### src/rtl/stwq_pkg.sv
`timescale 1ns / 1ps
// ----------------------------------------------------------------------------
// stwq_pkg
// types and constants shared by the sorted timer wake queue
// ----------------------------------------------------------------------------
package stwq_pkg;

  localparam int ID_W       = 4;
  localparam int ID_SPACE   = 16;
  localparam int TIME_W     = 32;
  localparam int STEP_W     = 10;
  localparam int KIND_W     = 2;
  localparam int TASKS_DEF  = 16;

  localparam logic [STEP_W-1:0] STEP_RESET = 10'd10;

  localparam logic [KIND_W-1:0] KIND_TICK   = 2'd0;
  localparam logic [KIND_W-1:0] KIND_SLEEP  = 2'd1;
  localparam logic [KIND_W-1:0] KIND_CANCEL = 2'd2;
  localparam logic [KIND_W-1:0] KIND_WAKE   = 2'd3;

  typedef struct packed {
    logic [KIND_W-1:0] kind;
    logic [ID_W-1:0]   task_id;
    logic [TIME_W-1:0] delay;
  } in_req_t;

  typedef struct packed {
    logic [ID_W-1:0] released_task;
    logic            last;
  } out_rsp_t;

  typedef struct packed {
    logic [ID_W-1:0]   task_id;
    logic [TIME_W-1:0] wake;
  } slot_t;

endpackage

### src/rtl/sorted_timer_wake_queue.sv
`timescale 1ns / 1ps
// ----------------------------------------------------------------------------
// sorted_timer_wake_queue
// millisecond timer with a queue of sleeping tasks sorted by wake time
// ----------------------------------------------------------------------------
// The queue lives in a one-read, one-write memory of TASKS slots, kept sorted
// by wake time, and a small sequencer walks it one slot access at a time
// through a single compare unit. One request is taken at a time; in_stall is
// high until the walk for the previous request ends. A cancel or wake scans
// to the task, then closes the gap; a sleep does an optional removal, scans
// for the insert point and opens a gap; a tick reads the front entry and
// closes the gap at the front for every task it releases. Each memory read
// is followed by a separate check or write state because read data is
// registered. Releases leave through an output register; a stalled output
// holds the walk.
// ----------------------------------------------------------------------------
module sorted_timer_wake_queue #(
  parameter int TASKS = stwq_pkg::TASKS_DEF
) (
  input  logic                          clk,
  input  logic                          rst_n,
  input  logic                          in_valid,
  output logic                          in_stall,
  input  stwq_pkg::in_req_t             in_req,
  output logic                          out_valid,
  input  logic                          out_stall,
  output stwq_pkg::out_rsp_t            out_rsp,
  input  logic                          cfg_we,
  input  logic [stwq_pkg::STEP_W-1:0]   cfg_wdata
);

  localparam int SLOT_W = $clog2(TASKS);
  localparam int CNT_W  = $clog2(TASKS + 1);
  localparam int SLOT_BITS = $bits(stwq_pkg::slot_t);

  localparam logic [3:0] ST_IDLE     = 4'd0;
  localparam logic [3:0] ST_FIND_RD  = 4'd1;
  localparam logic [3:0] ST_FIND_CHK = 4'd2;
  localparam logic [3:0] ST_SHL_RD   = 4'd3;
  localparam logic [3:0] ST_SHL_WR   = 4'd4;
  localparam logic [3:0] ST_INS_RD   = 4'd5;
  localparam logic [3:0] ST_INS_CHK  = 4'd6;
  localparam logic [3:0] ST_SHR_RD   = 4'd7;
  localparam logic [3:0] ST_SHR_WR   = 4'd8;
  localparam logic [3:0] ST_TICK_RD  = 4'd9;
  localparam logic [3:0] ST_TICK_CHK = 4'd10;
  localparam logic [3:0] ST_EMIT     = 4'd11;

  logic [3:0]                      state_r, state_nxt;
  logic [stwq_pkg::STEP_W-1:0]     step_r, step_nxt;
  logic [stwq_pkg::TIME_W-1:0]     now_r, now_nxt;
  logic [stwq_pkg::TIME_W-1:0]     wake_r, wake_nxt;
  logic [stwq_pkg::KIND_W-1:0]     kind_r, kind_nxt;
  logic [stwq_pkg::ID_W-1:0]       id_r, id_nxt;
  logic [CNT_W-1:0]                occ_r, occ_nxt;
  logic [CNT_W-1:0]                idx_r, idx_nxt;
  logic [CNT_W-1:0]                j_r, j_nxt;
  logic [stwq_pkg::ID_SPACE-1:0]   queued_r, queued_nxt;
  logic                            pend_r, pend_nxt;
  logic                            out_valid_r, out_valid_nxt;
  stwq_pkg::out_rsp_t              out_rsp_r, out_rsp_nxt;

  logic                            ram_we, ram_re;
  logic [SLOT_W-1:0]               ram_waddr, ram_raddr;
  stwq_pkg::slot_t                 ram_wdata, ram_rdata;

  logic                            out_free;
  logic                            wake_le;
  logic                            id_ok;
  logic [CNT_W:0]                  idx_inc;

  stwq_ram #(
    .WIDTH (SLOT_BITS),
    .DEPTH (TASKS)
  ) u_slots (
    .clk   (clk),
    .we    (ram_we),
    .waddr (ram_waddr),
    .wdata (ram_wdata),
    .re    (ram_re),
    .raddr (ram_raddr),
    .rdata (ram_rdata)
  );

  assign out_free  = !out_valid_r || !out_stall;
  assign in_stall  = (state_r != ST_IDLE);
  assign out_valid = out_valid_r;
  assign out_rsp   = out_rsp_r;
  assign id_ok     = (int'(in_req.task_id) < TASKS);
  assign idx_inc   = {1'b0, idx_r} + {{CNT_W{1'b0}}, 1'b1};

  // shared compare unit: slot wake time against the key
  always_comb begin
    if (state_r == ST_TICK_CHK) begin
      wake_le = (ram_rdata.wake <= now_r);
    end else begin
      wake_le = (ram_rdata.wake <= wake_r);
    end
  end

  always_comb begin
    state_nxt     = state_r;
    step_nxt      = step_r;
    now_nxt       = now_r;
    wake_nxt      = wake_r;
    kind_nxt      = kind_r;
    id_nxt        = id_r;
    occ_nxt       = occ_r;
    idx_nxt       = idx_r;
    j_nxt         = j_r;
    queued_nxt    = queued_r;
    pend_nxt      = pend_r;
    out_rsp_nxt   = out_rsp_r;
    out_valid_nxt = out_valid_r && out_stall;
    ram_we        = 1'b0;
    ram_waddr     = idx_r[SLOT_W-1:0];
    ram_wdata     = ram_rdata;
    ram_re        = 1'b0;
    ram_raddr     = idx_r[SLOT_W-1:0];

    if (cfg_we) begin
      step_nxt = cfg_wdata;
    end

    case (state_r)
      ST_IDLE: begin
        if (in_valid) begin
          kind_nxt = in_req.kind;
          id_nxt   = in_req.task_id;
          idx_nxt  = '0;
          wake_nxt = now_r + in_req.delay;
          if (in_req.kind == stwq_pkg::KIND_TICK) begin
            now_nxt   = now_r + {{(stwq_pkg::TIME_W - stwq_pkg::STEP_W){1'b0}}, step_r};
            pend_nxt  = 1'b0;
            state_nxt = ST_TICK_RD;
          end else if (id_ok) begin
            if (queued_r[in_req.task_id]) begin
              state_nxt = ST_FIND_RD;
            end else if (in_req.kind == stwq_pkg::KIND_SLEEP) begin
              state_nxt = ST_INS_RD;
            end
          end
        end
      end

      ST_FIND_RD: begin
        ram_re    = 1'b1;
        state_nxt = ST_FIND_CHK;
      end

      ST_FIND_CHK: begin
        if (ram_rdata.task_id == id_r || idx_inc >= {1'b0, occ_r}) begin
          state_nxt = ST_SHL_RD;
        end else begin
          idx_nxt   = idx_inc[CNT_W-1:0];
          state_nxt = ST_FIND_RD;
        end
      end

      ST_SHL_RD: begin
        if (idx_inc < {1'b0, occ_r}) begin
          ram_re    = 1'b1;
          ram_raddr = idx_inc[SLOT_W-1:0];
          state_nxt = ST_SHL_WR;
        end else begin
          occ_nxt          = occ_r - {{(CNT_W-1){1'b0}}, 1'b1};
          queued_nxt[id_r] = 1'b0;
          idx_nxt          = '0;
          case (kind_r)
            stwq_pkg::KIND_TICK:  state_nxt = ST_TICK_RD;
            stwq_pkg::KIND_SLEEP: state_nxt = ST_INS_RD;
            stwq_pkg::KIND_WAKE:  state_nxt = ST_EMIT;
            default:              state_nxt = ST_IDLE;
          endcase
        end
      end

      ST_SHL_WR: begin
        ram_we    = 1'b1;
        idx_nxt   = idx_inc[CNT_W-1:0];
        state_nxt = ST_SHL_RD;
      end

      ST_INS_RD: begin
        if (occ_r >= CNT_W'(TASKS)) begin
          state_nxt = ST_IDLE;
        end else if (idx_r < occ_r) begin
          ram_re    = 1'b1;
          state_nxt = ST_INS_CHK;
        end else begin
          j_nxt     = occ_r;
          state_nxt = ST_SHR_RD;
        end
      end

      ST_INS_CHK: begin
        if (wake_le) begin
          idx_nxt   = idx_inc[CNT_W-1:0];
          state_nxt = ST_INS_RD;
        end else begin
          j_nxt     = occ_r;
          state_nxt = ST_SHR_RD;
        end
      end

      ST_SHR_RD: begin
        if (j_r > idx_r) begin
          ram_re    = 1'b1;
          ram_raddr = SLOT_W'(j_r - {{(CNT_W-1){1'b0}}, 1'b1});
          state_nxt = ST_SHR_WR;
        end else begin
          ram_we            = 1'b1;
          ram_wdata.task_id = id_r;
          ram_wdata.wake    = wake_r;
          occ_nxt           = occ_r + {{(CNT_W-1){1'b0}}, 1'b1};
          queued_nxt[id_r]  = 1'b1;
          state_nxt         = ST_IDLE;
        end
      end

      ST_SHR_WR: begin
        ram_we    = 1'b1;
        ram_waddr = j_r[SLOT_W-1:0];
        j_nxt     = j_r - {{(CNT_W-1){1'b0}}, 1'b1};
        state_nxt = ST_SHR_RD;
      end

      ST_TICK_RD: begin
        ram_re    = 1'b1;
        ram_raddr = '0;
        state_nxt = ST_TICK_CHK;
      end

      ST_TICK_CHK: begin
        // hold a release until the next front entry shows whether it is last
        if (!pend_r || out_free) begin
          if (pend_r) begin
            out_valid_nxt             = 1'b1;
            out_rsp_nxt.released_task = id_r;
            out_rsp_nxt.last          = !(occ_r != '0 && wake_le);
          end
          if (occ_r != '0 && wake_le) begin
            pend_nxt  = 1'b1;
            id_nxt    = ram_rdata.task_id;
            idx_nxt   = '0;
            state_nxt = ST_SHL_RD;
          end else begin
            pend_nxt  = 1'b0;
            state_nxt = ST_IDLE;
          end
        end
      end

      ST_EMIT: begin
        if (out_free) begin
          out_valid_nxt             = 1'b1;
          out_rsp_nxt.released_task = id_r;
          out_rsp_nxt.last          = 1'b1;
          state_nxt                 = ST_IDLE;
        end
      end

      default: begin
        state_nxt = ST_IDLE;
      end
    endcase
  end

  always_ff @(posedge clk) begin
    if (!rst_n) begin
      state_r     <= ST_IDLE;
      step_r      <= stwq_pkg::STEP_RESET;
      now_r       <= '0;
      occ_r       <= '0;
      queued_r    <= '0;
      pend_r      <= 1'b0;
      out_valid_r <= 1'b0;
    end else begin
      state_r     <= state_nxt;
      step_r      <= step_nxt;
      now_r       <= now_nxt;
      occ_r       <= occ_nxt;
      queued_r    <= queued_nxt;
      pend_r      <= pend_nxt;
      out_valid_r <= out_valid_nxt;
    end
  end

  always_ff @(posedge clk) begin
    wake_r    <= wake_nxt;
    kind_r    <= kind_nxt;
    id_r      <= id_nxt;
    idx_r     <= idx_nxt;
    j_r       <= j_nxt;
    out_rsp_r <= out_rsp_nxt;
  end

endmodule

### src/rtl/stwq_ram.sv
`timescale 1ns / 1ps
// ----------------------------------------------------------------------------
// stwq_ram
// generic single write, single read memory with registered read data
// ----------------------------------------------------------------------------
module stwq_ram #(
  parameter int WIDTH = 36,
  parameter int DEPTH = 16
) (
  input  logic                     clk,
  input  logic                     we,
  input  logic [$clog2(DEPTH)-1:0] waddr,
  input  logic [WIDTH-1:0]         wdata,
  input  logic                     re,
  input  logic [$clog2(DEPTH)-1:0] raddr,
  output logic [WIDTH-1:0]         rdata
);

  logic [WIDTH-1:0] mem [DEPTH];
  logic [WIDTH-1:0] rdata_r;

  always_ff @(posedge clk) begin
    if (we) begin
      mem[waddr] <= wdata;
    end
    if (re) begin
      rdata_r <= mem[raddr];
    end
  end

  assign rdata = rdata_r;

endmodule

### config.mk
export PLATFORM = sky130hd
export DESIGN_NAME = sorted_timer_wake_queue
export DESIGN_NICKNAME = d
export VERILOG_FILES = /design/src/rtl/stwq_pkg.sv /design/src/rtl/sorted_timer_wake_queue.sv /design/src/rtl/stwq_ram.sv
export SDC_FILE = /design/constraint.sdc
export NUM_CORES = 1
export LEC_CHECK = 0
export BUFFER_PORTS_ARGS = -buffer_cell sky130_fd_sc_hd__buf_2
export CAP_MARGIN = 20
export CORE_MARGIN = 1.5
export CORE_UTILIZATION = 30
export CTS_BUF_LIST = sky130_fd_sc_hd__clkbuf_4
export CTS_CLUSTER_DIAMETER = 80
export DETAILED_ROUTE_END_ITERATION = 8
export GPL_TIMING_DRIVEN = 0
export SKIP_CTS_REPAIR_TIMING = 1
export SLEW_MARGIN = 20
export SYNTH_ARGS = -nofsm -noshare
export SYNTH_HDL_FRONTEND = slang
export SYNTH_SLANG_ARGS = --single-unit
export TNS_END_PERCENT = 10
### constraint.sdc
create_clock -name clk -period 4.45 [get_ports clk]
set_input_delay 0.445 -clock clk [delete_from_list [all_inputs] [get_ports clk]]
set_output_delay 0.445 -clock clk [all_outputs]
set_load 0.03 [all_outputs]
== Word-level counts from Yosys, hierarchy flattened ==
Memories as Yosys holds them, arrays and structs flattened. A register that Yosys moved wholly into a read port is not among the register bits.
Cells that the tools add are included.

* Flip-flop bits (word level): 122
* Latch bits: 0
* Memory bits (writable): 576
* Memory bits (read-only): 0
* Input bits: 53
* Output and inout port bits: 7
* Logic and storage cells: 163
* Memories: 1

{| class="wikitable"
|+ Memories
! memory !! depth !! width !! rd ports !! clocked after memory_dff !! wr ports !! RTL line !! RTL
|-
| u_slots.mem || 16 || 36 || 1 || 1 || 1 || stwq_ram.sv:19 || <nowiki>logic [WIDTH-1:0] mem [DEPTH];</nowiki>
|}

* Add/sub/neg operators: 6
* $mul: 0
* Divide/modulo/power cells: 0
* Order comparisons: 10
* Equal/unequal tests: 29
* Shifts and indexed selects: 0
* Mux-type cells: 69
* Bitwise logic cells: 3
* Reduce and logical (&&, ||, !) cells: 31

{| class="wikitable"
|+ Operators with widths
! kind !! count
|-
| 2-to-1 mux 36 bit || 2
|-
| 2-to-1 mux 5 bit || 14
|-
| <= comparator 32 bit || 2
|-
| 2-to-1 mux 4 bit || 14
|-
| one-hot mux 4 bit (12 select lines) || 1
|-
| adder 32 x 10 -> 32 bit || 1
|-
| adder 32 bit || 1
|-
| 2-to-1 mux 16 bit || 2
|-
| one-hot mux 16 bit (2 select lines) || 1
|-
| one-hot mux 5 bit (6 select lines) || 1
|-
| one-hot mux 4 bit (3 select lines) || 2
|-
| != test 2 bit (second input constant) || 11
|-
| one-hot mux 5 bit (2 select lines) || 2
|-
| AND reduction 4 bit || 5
|-
| 2-to-1 mux 1 bit || 18
|-
| AND 16 bit || 1
|-
| equality test 4 x 3 -> 1 bit (second input constant) || 4
|-
| equality test 4 bit (second input constant) || 4
|-
| inverter 16 bit || 1
|-
| OR 16 bit || 1
|-
| one-hot mux 5 bit (3 select lines) || 1
|-
| less-than comparator 4 x 5 -> 1 bit (second input constant) || 2
|-
| subtractor 5 x 1 -> 5 bit (second input constant) || 2
|-
| equality test 4 x 2 -> 1 bit (second input constant) || 2
|-
| other kinds (35) || 53
|}

== Depth between registers and ports, before layout ==
Gate-level depths: netlist of the first run.

* Word-level depth: 8
* Gate-level depth with buffers: 17
* Depth with buffers taken out: 13

== Hierarchy ==
From an unflattened synthesis of the first run, not the netlist that was laid out.

* Cells, all modules: 2064
* Area total of the unflattened synthesis: 32552.5 µm²

{| class="wikitable"
|+ By module, submodules not included
! module !! instances !! cells an instance !! area each (µm²) !! sequential area each (µm²)
|-
| stwq_ram || 1 || 938 || 22679.3 || 18377.6
|-
| sorted_timer_wake_queue || 1 || 1126 || 9873.2 || 2972.9
|}

== Worst setup path after synthesis of the first run ==
No wires, ideal clock.

* Path type: register to register
* Start: register idx_r[2]
* End: memory u_slots.mem[12][0] (enable)
* Setup time: 0.429 ns
* Arrival time: 3.420 ns
* Data required time: 4.021 ns
* Slack: 0.600 ns
* Cell stages (with the launch flop): 13
* Buffers on the path: 1
* Period minus slack after synthesis: 3.850 ns
* Cell sequence: edfxtp_1 -> buf_2 -> inv_1 -> ha_1 -> o21ai_1 -> a21oi_1 -> o31a_1 -> nor2_1 -> nor2_1 -> nor2_1 -> a22o_1 -> nand2_1 -> nor2_1

* Longest elaborated chain between the ends: 5
* Elaborated cells between the ends (all ways): 6
* Classes of those cells: 1 x order compare; 5 x mux

{| class="wikitable"
|+ RTL lines
! element !! RTL line !! RTL
|-
| from (decl) || sorted_timer_wake_queue.sv:56 || <nowiki>logic [CNT_W-1:0] idx_r, idx_nxt;</nowiki>
|-
| from (signal assigned) || sorted_timer_wake_queue.sv:293 || <nowiki>idx_r <= idx_nxt;</nowiki>
|-
| greater-than comparator 5 bit || sorted_timer_wake_queue.sv:207 || <nowiki>if (j_r > idx_r) begin</nowiki>
|-
| 2-to-1 mux 1 bit || sorted_timer_wake_queue.sv:207 ||
|-
| one-hot mux 1 bit (2 select lines) || sorted_timer_wake_queue.sv:125 || <nowiki>case (state_r)</nowiki>
|-
| 2-to-1 mux 1 bit || stwq_ram.sv:23 || <nowiki>if (we) begin</nowiki>
|-
| 2-to-1 mux 1 bit (not written as such) || stwq_ram.sv:24 || <nowiki>mem[waddr] <= wdata;</nowiki>
|-
| to (decl) || stwq_ram.sv:19 ||
|}

Several ways; a longest one is shown, not always the timed one.

== Worst setup path after layout of the first run ==
* Start: register idx_r[0]
* End: register u_slots.rdata_r[4] (netlist: u_slots.rdata[4]) (read register of u_slots.mem), data pin

* Longest elaborated chain between the ends: 4
* Elaborated cells between the ends (all ways): 12
* Classes of those cells: 1 x add/sub; 3 x order compare; 8 x mux

{| class="wikitable"
|+ RTL lines
! element !! RTL line !! RTL
|-
| adder 5 x 1 -> 6 bit * || sorted_timer_wake_queue.sv:90 || <nowiki>assign idx_inc = {1'b0, idx_r} + {{CNT_W{1'b0}}, 1'b1};</nowiki>
|-
| via idx_inc[2] || sorted_timer_wake_queue.sv:70 || <nowiki>logic [CNT_W:0] idx_inc;</nowiki>
|-
| less-than comparator 6 x 5 -> 1 bit || sorted_timer_wake_queue.sv:161 || <nowiki>if (idx_inc < {1'b0, occ_r}) begin</nowiki>
|-
| 2-to-1 mux 1 bit / 2-to-1 mux 4 bit (equally long branches) || sorted_timer_wake_queue.sv:161 ||
|-
| one-hot mux 1 bit (4 select lines) / one-hot mux 4 bit (3 select lines) (equally long branches) || sorted_timer_wake_queue.sv:125 ||
|-
| to (decl) || stwq_ram.sv:20 || <nowiki>logic [WIDTH-1:0] rdata_r;</nowiki>
|}

Mark *: on every way through the listed nets, which the timed path passes. The rest lies on a longest branch.
A chain may end at the register's enable or synchronous reset.

==> impl_results.html, run 1 <==
<table>
<tr><th>Metric</th><th>Value</th></tr>
<tr><th colspan="2">Clocking</th></tr>
<tr><td>Worst skew pair latency</td><td>1.08 ns</td></tr>
<tr><td>Clk pin slew, worst setup/hold paths</td><td>around 0.070 ns</td></tr>
<tr><td>Clock buffer depth</td><td>3</td></tr>
<tr><td>CTS Root Cell</td><td>sky130_fd_sc_hd__clkbuf_4</td></tr>
<tr><td>H-tree depth</td><td>4</td></tr>
<tr><td>Total CTS buffers</td><td>between 150 and 200</td></tr>
<tr><td>Clock tree sinks</td><td>734</td></tr>
<tr><td>TritonCTS clock tree</td><td>yes</td></tr>
<tr><th colspan="2">Yosys</th></tr>
<tr><td>Number of storage elements in the synthesis netlist</td><td>734</td></tr>
<tr><td>Fraction of synthesized area in multiplexers</td><td>between 6 and 7%</td></tr>
<tr><td>Net count of the mapped netlist</td><td>between 2000 and 3000</td></tr>
<tr><td>Top cells by area in the synthesized netlist</td><td>sky130_fd_sc_hd__edfxtp_1 60%, sky130_fd_sc_hd__mux2i_1 5.1%, sky130_fd_sc_hd__ha_1 4.8%</td></tr>
<tr><td>Leading register cell type out of synthesis</td><td>sky130_fd_sc_hd__edfxtp_1</td></tr>
<tr><td>Dominant cell by count in the synthesized netlist</td><td>sky130_fd_sc_hd__edfxtp_1</td></tr>
<tr><td>Synthesized-area fraction occupied by and/or/nand/nor cells</td><td>around 8.8%</td></tr>
<tr><td>Number of distinct standard cells referenced by the synthesized netlist</td><td>81</td></tr>
<tr><td>Mean instance size in the synthesized netlist</td><td>about 14 µm²</td></tr>
<tr><td>Ranking of synthesized cells by instance count</td><td>665 x sky130_fd_sc_hd__edfxtp_1, 237 x sky130_fd_sc_hd__nand2_1, 169 x sky130_fd_sc_hd__mux2i_1</td></tr>
<tr><td>Cell Area, Synth</td><td>between 30000 and 40000 µm²</td></tr>
<tr><td>XOR/XNOR share of the synthesized area</td><td>1.42%</td></tr>
<tr><td>Synthesized instance count</td><td>~2500</td></tr>
<tr><td>Synthesis Warnings</td><td>0</td></tr>
<tr><td>Dominant combinational cell family by area after synthesis</td><td>compound AO/OA/AOI/OAI gates</td></tr>
<tr><td>Share of the synthesized area in compound gates (AO/OA/AOI/OAI)</td><td>between 10% and 20%</td></tr>
<tr><td>Area share of the largest cell type after synthesis</td><td>about three fifths</td></tr>
<tr><td>Fraction of synthesis flops using an asynchronous set or reset pin</td><td>0%</td></tr>
<tr><td>Post-synthesis adder-cell area fraction</td><td>between 4 and 5%</td></tr>
<tr><td>Sequential fraction of the synthesis area</td><td>64.0%</td></tr>
<tr><td>Library cell occupying the most area in the post-synthesis netlist</td><td>sky130_fd_sc_hd__edfxtp_1</td></tr>
<tr><td>Number of enable-type register cells in the synthesized netlist</td><td>roughly 670</td></tr>
<tr><th colspan="2">Detailed routing</th></tr>
<tr><td>DRT iter0 DRCs</td><td>around 1700</td></tr>
<tr><td>First-pass iteration count of the detailed router</td><td>5</td></tr>
<tr><td>Wire length after detailed routing</td><td>a little under 90000 µm</td></tr>
<tr><td>Total DRC errors in the routed layout</td><td>0</td></tr>
<tr><td>Vias per std cell</td><td>4.94</td></tr>
<tr><td>Total vias in the final route</td><td>21750</td></tr>
<tr><td>Number of nets with antenna violations after routing</td><td>0</td></tr>
<tr><td>Average detailed-routed wire length per instance</td><td>just under 20 µm</td></tr>
<tr><th colspan="2">STA</th></tr>
<tr><td>Max-slew violation count</td><td>0</td></tr>
<tr><td>Worst Hold Margin</td><td>-0.0184 ns</td></tr>
<tr><td>Number of endpoints failing setup at the final stage</td><td>0</td></tr>
<tr><td>Transition time of the tightest slew-check pin</td><td>roughly 1.0 ns</td></tr>
<tr><td>Upper clock frequency limit</td><td>228 MHz</td></tr>
<tr><td>Min cycle time layout</td><td>roughly 4.4 ns</td></tr>
<tr><td>Final worst path period share</td><td>98.5%</td></tr>
<tr><td>Slew headroom</td><td>between 30% and 40%</td></tr>
<tr><td>Setup clock skew after layout</td><td>between 0.07 and 0.08 ns</td></tr>
<tr><td>Unrepaired setup endpoints after global routing</td><td>yes</td></tr>
<tr><td>Worst Setup Slack, final</td><td>a little under 0.07 ns</td></tr>
<tr><td>Final Hold Fails</td><td>2</td></tr>
<tr><th colspan="2">Critical path</th></tr>
<tr><td>Largest incremental delay on the critical path</td><td>between 0.5 and 0.6 ns</td></tr>
<tr><td>Kind of cell with the highest combined delay on the critical path</td><td>compound AO/OA/AOI/OAI gates</td></tr>
<tr><td>Critical path cell sequence</td><td>ha_1, xnor2_1, inv_1, ha_1, nand3_1, o21bai_1, nand4b_4, o22a_1, a21boi_2, nor2b_1, buf_2, buf_2, a32o_1, a2111oi_2, a31o_1</td></tr>
<tr><td>Worst Path Arrival</td><td>about 5.3 ns</td></tr>
<tr><td>Reg2reg path depth</td><td>15</td></tr>
<tr><td>Startpoint class of the critical path</td><td>flop</td></tr>
<tr><td>WS Path Type</td><td>flop to flop</td></tr>
<tr><td>Register-to-Register Setup Slack</td><td>roughly 0.068 ns</td></tr>
<tr><td>Max stage delay cell, worst path</td><td>sky130_fd_sc_hd__edfxtp_1</td></tr>
<tr><td>Buffer and inverter count on the worst path</td><td>3</td></tr>
<tr><td>Logic depth of the worst setup path including buffers</td><td>15</td></tr>
<tr><td>Largest fanout on the critical path</td><td>10</td></tr>
<tr><td>Reg2reg start</td><td>idx_r[0]</td></tr>
<tr><td>Required time of the critical path</td><td>approximately 5.4 ns</td></tr>
<tr><td>Reg2Reg Capture Point</td><td>u_slots.rdata[4]</td></tr>
<tr><td>Element type at the critical path end</td><td>flop</td></tr>
<tr><th colspan="2">Pwr</th></tr>
<tr><td>Peak supply drop</td><td>0.267 mV</td></tr>
<tr><td>Pwr/cell area</td><td>between 500 and 600 nW/µm²</td></tr>
<tr><td>Leak Pwr</td><td>~0.014 µW</td></tr>
<tr><th colspan="2">Worst hold path</th></tr>
<tr><td>End point of the worst hold path</td><td>wake_r[16]</td></tr>
<tr><td>Hold Path Depth</td><td>3</td></tr>
<tr><td>Hold path startpoint</td><td>in_req[16]</td></tr>
<tr><td>Worst hold path type</td><td>input pin to flop</td></tr>
<tr><th colspan="2">Global route</th></tr>
<tr><td>Maximum number of pins on one net before global-route repair</td><td>37</td></tr>
<tr><td>Wire length of the first global-routing pass</td><td>approximately 130000 µm</td></tr>
<tr><td>Vias in the first global route</td><td>21265</td></tr>
<tr><td>All-Layer GR Usage</td><td>15.2%</td></tr>
<tr><td>Number of antenna violations at the first check in global routing</td><td>2</td></tr>
<tr><td>Overall overflow remaining after global route</td><td>0</td></tr>
<tr><th colspan="2">Cells and area</th></tr>
<tr><td>Nets@finish</td><td>between 2000 and 3000</td></tr>
<tr><td>Final instance count without filler cells</td><td>4407</td></tr>
<tr><td>Core Util, Final</td><td>a little over a third</td></tr>
<tr><td>Post-layout instance area</td><td>slightly below 40000 µm²</td></tr>
<tr><td>Area overhead of the layout relative to synthesis</td><td>18.4%</td></tr>
<tr><td>Fraction of layout cells with a size suffix above 1</td><td>about a fifth</td></tr>
<tr><th colspan="2">Die</th></tr>
<tr><td>Full die area</td><td>roughly 110000 µm²</td></tr>
<tr><td>Effective utilization at floorplan</td><td>between 30% and 40%</td></tr>
<tr><td>Count of boundary I/O pins</td><td>60</td></tr>
<tr><td>Core Region</td><td>approximately 110000 µm²</td></tr>
<tr><td>Die extent in y</td><td>roughly 340 µm</td></tr>
<tr><td>Die span in x</td><td>337 µm</td></tr>
<tr><td>Standard-cell row count</td><td>122</td></tr>
<tr><th colspan="2">Placed design</th></tr>
<tr><td>Port bufs</td><td>57</td></tr>
<tr><td>Final weighted congestion in routability-driven placement</td><td>about 0.85</td></tr>
<tr><td>Cell area after placement</td><td>36300 µm²</td></tr>
<tr><td>Pre-CTS worst setup slack</td><td>-0.472 ns</td></tr>
<tr><td>Number of cells in the design after placement</td><td>just over 4000</td></tr>
<tr><td>Final HPWL from detailed placement</td><td>61300 µm</td></tr>
<tr><th colspan="2">Run status</th></tr>
<tr><td>Violated checks</td><td>negative hold slack</td></tr>
<tr><td>Run status</td><td>finished with violations</td></tr>
<tr><th colspan="2">Flow run</th></tr>
<tr><td>Max capacitance violation total</td><td>0</td></tr>
</table>
worst min-delay path: stages:
cell and delay [ns]:
sky130_fd_sc_hd__buf_2 0.09, sky130_fd_sc_hd__ha_1 0.25, sky130_fd_sc_hd__xor2_1 0.10
flip-flops by register name, summed over array words and instances (netlist names), named ones only:
signal / flops
id_r: 4
idx_r: 5
j_r: 5
kind_r: 2
now_r: 32
occ_r: 5
out_rsp: 5
out_valid: 1
pend_r: 1
state_r: 4
step_r: 10
u_slots.mem: 576
u_slots.rdata: 36
wake_r: 32
logic make-up after synthesis:
logic type                 count (synthesis)
adders and majority gates                131
buffers and inverters                    216
DFF                                      734
xor gates and xnor gates                  54
AOI/OAI and AO/OA                        499
and+or+nand+nor                          604
muxes                                    212
worst max path at each step:
stage                   from                  to  slack, ns
floorplan           idx_r[2]  u_slots.mem[12][0]       0.60
global placement    idx_r[2]  u_slots.mem[1][21]      -1.48
detailed placement  idx_r[2]   u_slots.rdata[15]      -0.47
CTS                 idx_r[2]   u_slots.rdata[17]      -0.54
global route        idx_r[0]    u_slots.rdata[8]      -0.05
finish              idx_r[0]    u_slots.rdata[4]       0.07
through the flow:
step	total power, µW	setup TNS [ns]
2_1_floorplan	14100	0
3_3_place_gp	16600	-701.89
3_5_place_dp	16900	-12.72
4_1_cts	22700	-13.36
5_1_grt	24100	-0.347
6_report	22900	0
per-layer routing:
layer  global-route usage [%]  vias to the layer above  routed length (µm)
met4                     5.31                        0                1820
met5                        0                        -                   0
met1                     20.9                    10735               39700
met2                     23.9                      679               40100
met3                     3.01                      134                5190
li1                         -                    10202                   -
cells in the final DEF (no fill, tap or decap), drive strengths merged, types with 22 or more instances in the layout:
cell type,Yosys,routed
clkbuf,57,337
mux2i,169,169
dfxtp,69,69
a21oi,70,70
ha,128,128
a221oi,37,37
o21ai,55,55
buf,59,150
edfxtp,665,665
a2111oi,38,38
and2,53,53
nor3,24,24
nand3,59,59
mux2,38,38
dlygate4sd3,0,47
nand2,237,237
a21o,50,50
nor2,74,74
nor2b,72,72
inv,100,104
a21boi,22,22
a211oi,77,77
a32o,36,36
xnor2,34,34
clkinv,0,37
a31o,38,38
report_power, final:
group / total, µW / internal (µW) / leakage, µW / switching (µW)
Sequential: 9400 / 8940 / 0.00658 / 455
Combinational: 7780 / 2720 / 0.00629 / 5060
Clock: 5770 / 3010 / 0.00141 / 2760
Total: 22900 / 14700 / 0.0143 / 8270
layout make-up:
class,count,area [µm²]
Antenna cell,4,10.0
Buffer,115,608
Clock buffer,277,2080
Clock inverter,47,294
Fill cell,10722,71000
Inverter,100,375
Multi-Input combinational cell,1500,11400
Sequential cell,734,21400
Tap cell,1488,1860
Timing Repair Buffer,142,1510
Power figures use the tool's default switching activity.
==> run 2, diff against run 1 <==
- PLACE_DENSITY: not set -> 0.52
==> impl_results.html, run 2 (synthesis gave the netlist of run 1 again) <==
<table>
<tr><th>Metric</th><th>Value</th></tr>
<tr><th colspan="2">Cells and area</th></tr>
<tr><td>Top register by number of flip-flops</td><td>u_slots.mem</td></tr>
<tr><td>Area of the multi-input gates</td><td>11500 µm² (+0.22%)</td></tr>
<tr><td>Sequential cell area</td><td>21400 µm² (unchanged)</td></tr>
<tr><td>Area overhead of the layout relative to synthesis</td><td>18.8%</td></tr>
<tr><td>Most used cells in the layout excluding fill and tap cells</td><td>665 x sky130_fd_sc_hd__edfxtp_1, 287 x sky130_fd_sc_hd__clkbuf_4, 237 x sky130_fd_sc_hd__nand2_1</td></tr>
<tr><td># fillers</td><td>10762 (+0.37%)</td></tr>
<tr><td>Fraction of layout cells with a size suffix above 1</td><td>20.1% (+0.39 points)</td></tr>
<tr><td>Final instance count without filler cells</td><td>4413 (+0.14%)</td></tr>
<tr><td>Core Util, Final</td><td>35.9% (+0.14 points)</td></tr>
<tr><td>Nets@finish</td><td>2967 (+0.13%)</td></tr>
<tr><td>Number of flip-flops under the largest register name</td><td>576 (unchanged)</td></tr>
<tr><td>Commonest non-fill, non-tap cell in the layout</td><td>sky130_fd_sc_hd__edfxtp_1</td></tr>
<tr><th colspan="2">Detailed routing</th></tr>
<tr><td>Number of nets with antenna violations after routing</td><td>0 (unchanged)</td></tr>
<tr><td>Vias per std cell</td><td>5.06 (+2.6%)</td></tr>
<tr><td>First-pass iteration count of the detailed router</td><td>5 (unchanged)</td></tr>
<tr><td>Total vias in the final route</td><td>22337 (+2.7%)</td></tr>
<tr><td>Wire length after detailed routing</td><td>99800 µm (+15%)</td></tr>
<tr><td>Total DRC errors in the routed layout</td><td>0 (unchanged)</td></tr>
<tr><td>Average detailed-routed wire length per instance</td><td>22.6 µm (+15%)</td></tr>
<tr><td>DRT iter0 DRCs</td><td>1600 (-5.8%)</td></tr>
<tr><th colspan="2">Critical path</th></tr>
<tr><td>WS Path Type</td><td>flop to flop</td></tr>
<tr><td>Max stage delay cell, worst path</td><td>sky130_fd_sc_hd__a2111oi_2</td></tr>
<tr><td>Kind of cell with the highest combined delay on the critical path</td><td>compound AO/OA/AOI/OAI gates</td></tr>
<tr><td>Buffer and inverter count on the worst path</td><td>2 (-1)</td></tr>
<tr><td>Worst Path Arrival</td><td>5.21 ns (-0.08 ns)</td></tr>
<tr><td>Critical path cell sequence</td><td>ha_1, nand3_1, xnor2_1, ha_1, nand3_1, o21bai_1, a31o_4, o211ai_4, a21oi_2, nand2b_1, buf_2, buf_2, a211oi_1, a2111oi_2, a31o_1</td></tr>
<tr><td>Element type at the critical path end</td><td>flop</td></tr>
<tr><td>Largest fanout on the critical path</td><td>10 (unchanged)</td></tr>
<tr><td>Required time of the critical path</td><td>5.31 ns (-0.05 ns)</td></tr>
<tr><td>Largest incremental delay on the critical path</td><td>0.53 ns (about the same)</td></tr>
<tr><td>Startpoint class of the critical path</td><td>flop</td></tr>
<tr><th colspan="2">Clocking</th></tr>
<tr><td>TritonCTS clock tree</td><td>yes</td></tr>
<tr><td>Total CTS buffers</td><td>194 (+4.3%)</td></tr>
<tr><td>H-tree depth</td><td>4 (unchanged)</td></tr>
<tr><td>Clk pin slew, worst setup/hold paths</td><td>0.07 ns (about the same)</td></tr>
<tr><td>Clock buffer depth</td><td>3 (unchanged)</td></tr>
<tr><td>CTS Root Cell</td><td>sky130_fd_sc_hd__clkbuf_4</td></tr>
<tr><td>Worst skew pair latency</td><td>1.02 ns (-0.06 ns)</td></tr>
<tr><td>Clock tree sinks</td><td>734 (unchanged)</td></tr>
<tr><th colspan="2">Die</th></tr>
<tr><td>Count of boundary I/O pins</td><td>60 (unchanged)</td></tr>
<tr><td>Effective utilization at floorplan</td><td>30.2% (unchanged)</td></tr>
<tr><td>Core Region</td><td>111000 µm² (unchanged)</td></tr>
<tr><td>Full die area</td><td>113000 µm² (unchanged)</td></tr>
<tr><td>Die span in x</td><td>337 µm (unchanged)</td></tr>
<tr><td>Standard-cell row count</td><td>122 (unchanged)</td></tr>
<tr><td>Die extent in y</td><td>337 µm (unchanged)</td></tr>
<tr><th colspan="2">Worst hold path</th></tr>
<tr><td>Worst hold path type</td><td>input pin to flop</td></tr>
<tr><th colspan="2">Global route</th></tr>
<tr><td>Wire length of the first global-routing pass</td><td>145000 µm (+12%)</td></tr>
<tr><td>Vias in the first global route</td><td>22374 (+5.2%)</td></tr>
<tr><td>All-Layer GR Usage</td><td>17.5% (+2.2 points)</td></tr>
<tr><td>Overall overflow remaining after global route</td><td>0 (unchanged)</td></tr>
<tr><td>Maximum number of pins on one net before global-route repair</td><td>37 (unchanged)</td></tr>
<tr><td>Number of antenna violations at the first check in global routing</td><td>2 (unchanged)</td></tr>
<tr><th colspan="2">Placed design</th></tr>
<tr><td>Port bufs</td><td>57 (unchanged)</td></tr>
<tr><td>Number of cells in the design after placement</td><td>4029 (+0.15%)</td></tr>
<tr><td>Pre-CTS worst setup slack</td><td>-0.846 ns (-0.374 ns)</td></tr>
<tr><td>Final HPWL from detailed placement</td><td>70900 µm (+16%)</td></tr>
<tr><td>Final weighted congestion in routability-driven placement</td><td>0.892 (+5.6%)</td></tr>
<tr><th colspan="2">STA</th></tr>
<tr><td>Setup clock skew after layout</td><td>0.0640 ns (-0.0152 ns)</td></tr>
<tr><td>Final worst path period share</td><td>97.6% (-0.89 points)</td></tr>
<tr><td>Max-slew violation count</td><td>0 (unchanged)</td></tr>
<tr><td>Min cycle time layout</td><td>4.34 ns (-0.0394 ns)</td></tr>
<tr><td>Worst Hold Margin</td><td>0.0568 ns (+0.0751 ns)</td></tr>
<tr><td>Sum Neg Setup Slack</td><td>0 ns (unchanged)</td></tr>
<tr><td>Upper clock frequency limit</td><td>230 MHz (+0.91%)</td></tr>
<tr><td>Worst Setup Slack, final</td><td>0.107 ns (+0.0394 ns)</td></tr>
<tr><td>Final Hold Fails</td><td>0 (-2)</td></tr>
<tr><td>Number of endpoints failing setup at the final stage</td><td>0 (unchanged)</td></tr>
<tr><td>Unrepaired setup endpoints after global routing</td><td>yes</td></tr>
<tr><td>Slew headroom</td><td>25.4% (-5.0 points)</td></tr>
<tr><td>Transition time of the tightest slew-check pin</td><td>1.12 ns (+0.0754 ns)</td></tr>
<tr><th colspan="2">Run status</th></tr>
<tr><td>Run status</td><td>finished clean</td></tr>
<tr><th colspan="2">Pwr</th></tr>
<tr><td>Pwr/cell area</td><td>591 nW/µm² (+1.7%)</td></tr>
<tr><td>Peak supply drop</td><td>0.245 mV (-8.2%)</td></tr>
<tr><td>Leak Pwr</td><td>0.0144 µW (+0.61%)</td></tr>
<tr><th colspan="2">Flow run</th></tr>
<tr><td>Max capacitance violation total</td><td>0 (unchanged)</td></tr>
</table>
-- run 2: cell count changes in the layout (fill, tap and decap cells not counted), sizes merged --
cell and change:
buf -1, inv +4, diode -2, dlygate4sd3 -5, clkinv +3, clkbuf +7
-- run 2: worst reg2reg max path, stage by stage (launching register included) --
cell                        delay [ns]
sky130_fd_sc_hd__edfxtp_1         0.52
sky130_fd_sc_hd__ha_1             0.28
sky130_fd_sc_hd__nand3_1          0.12
sky130_fd_sc_hd__xnor2_1          0.21
sky130_fd_sc_hd__ha_1             0.29
sky130_fd_sc_hd__nand3_1          0.11
sky130_fd_sc_hd__o21bai_1         0.28
sky130_fd_sc_hd__a31o_4           0.28
sky130_fd_sc_hd__o211ai_4         0.14
sky130_fd_sc_hd__a21oi_2          0.30
sky130_fd_sc_hd__nand2b_1         0.14
sky130_fd_sc_hd__buf_2            0.29
sky130_fd_sc_hd__buf_2            0.40
sky130_fd_sc_hd__a211oi_1         0.12
sky130_fd_sc_hd__a2111oi_2        0.53
sky130_fd_sc_hd__a31o_1           0.23
-- run 2: per-layer routing --
metal	track usage, %	vias up	part of all wire (%)
li1	-	10191	-
met1	22.5	11165	43
met2	28.1	814	47
met3	4.35	167	6.9
met4	6.75	0	2.8
met5	0	-	0
-- run 2: worst paths after layout --
| path | slack [ns] | start | to | cells past startpoint |
|---|---|---|---|---|
| setup / recovery | 0.11 | idx_r[1] | u_slots.rdata[12] | 15 |
| hold reg to reg | 0.46 | id_r[3] | out_rsp[4] | 0 |
| hold / removal | 0.06 | in_req[18] | wake_r[18] | 3 |
| setup reg to reg | 0.11 | idx_r[1] | u_slots.rdata[12] | 15 |
-- run 2: per-stage QoR --
stage / total power [µW] / instance area (µm²)
6_report: 23400 / 39700
5_1_grt: 24600 / 39700
4_1_cts: 23300 / 38900
3_5_place_dp: 17300 / 36500
3_3_place_gp: 17000 / 35500
2_1_floorplan: 14100 / 33400
-- run 2: cell type report --
class | count | area share, %
diodes | 2 | 0.0126
flip-flops and latches | 734 | 53.8
inverters | 100 | 0.946
repair buffers | 138 | 3.97
plain buffers | 115 | 1.55
clock buffers | 282 | 5.34
multi-input cells | 1500 | 28.9
clock inverters | 54 | 0.785
well taps | 1488 | 4.69
-- run 2: report_power, final --
part | total [µW] | switching, µW | internal, µW
clock | 5830 | 2770 | 3060
sequential | 9390 | 448 | 8950
combinational | 8200 | 5480 | 2720
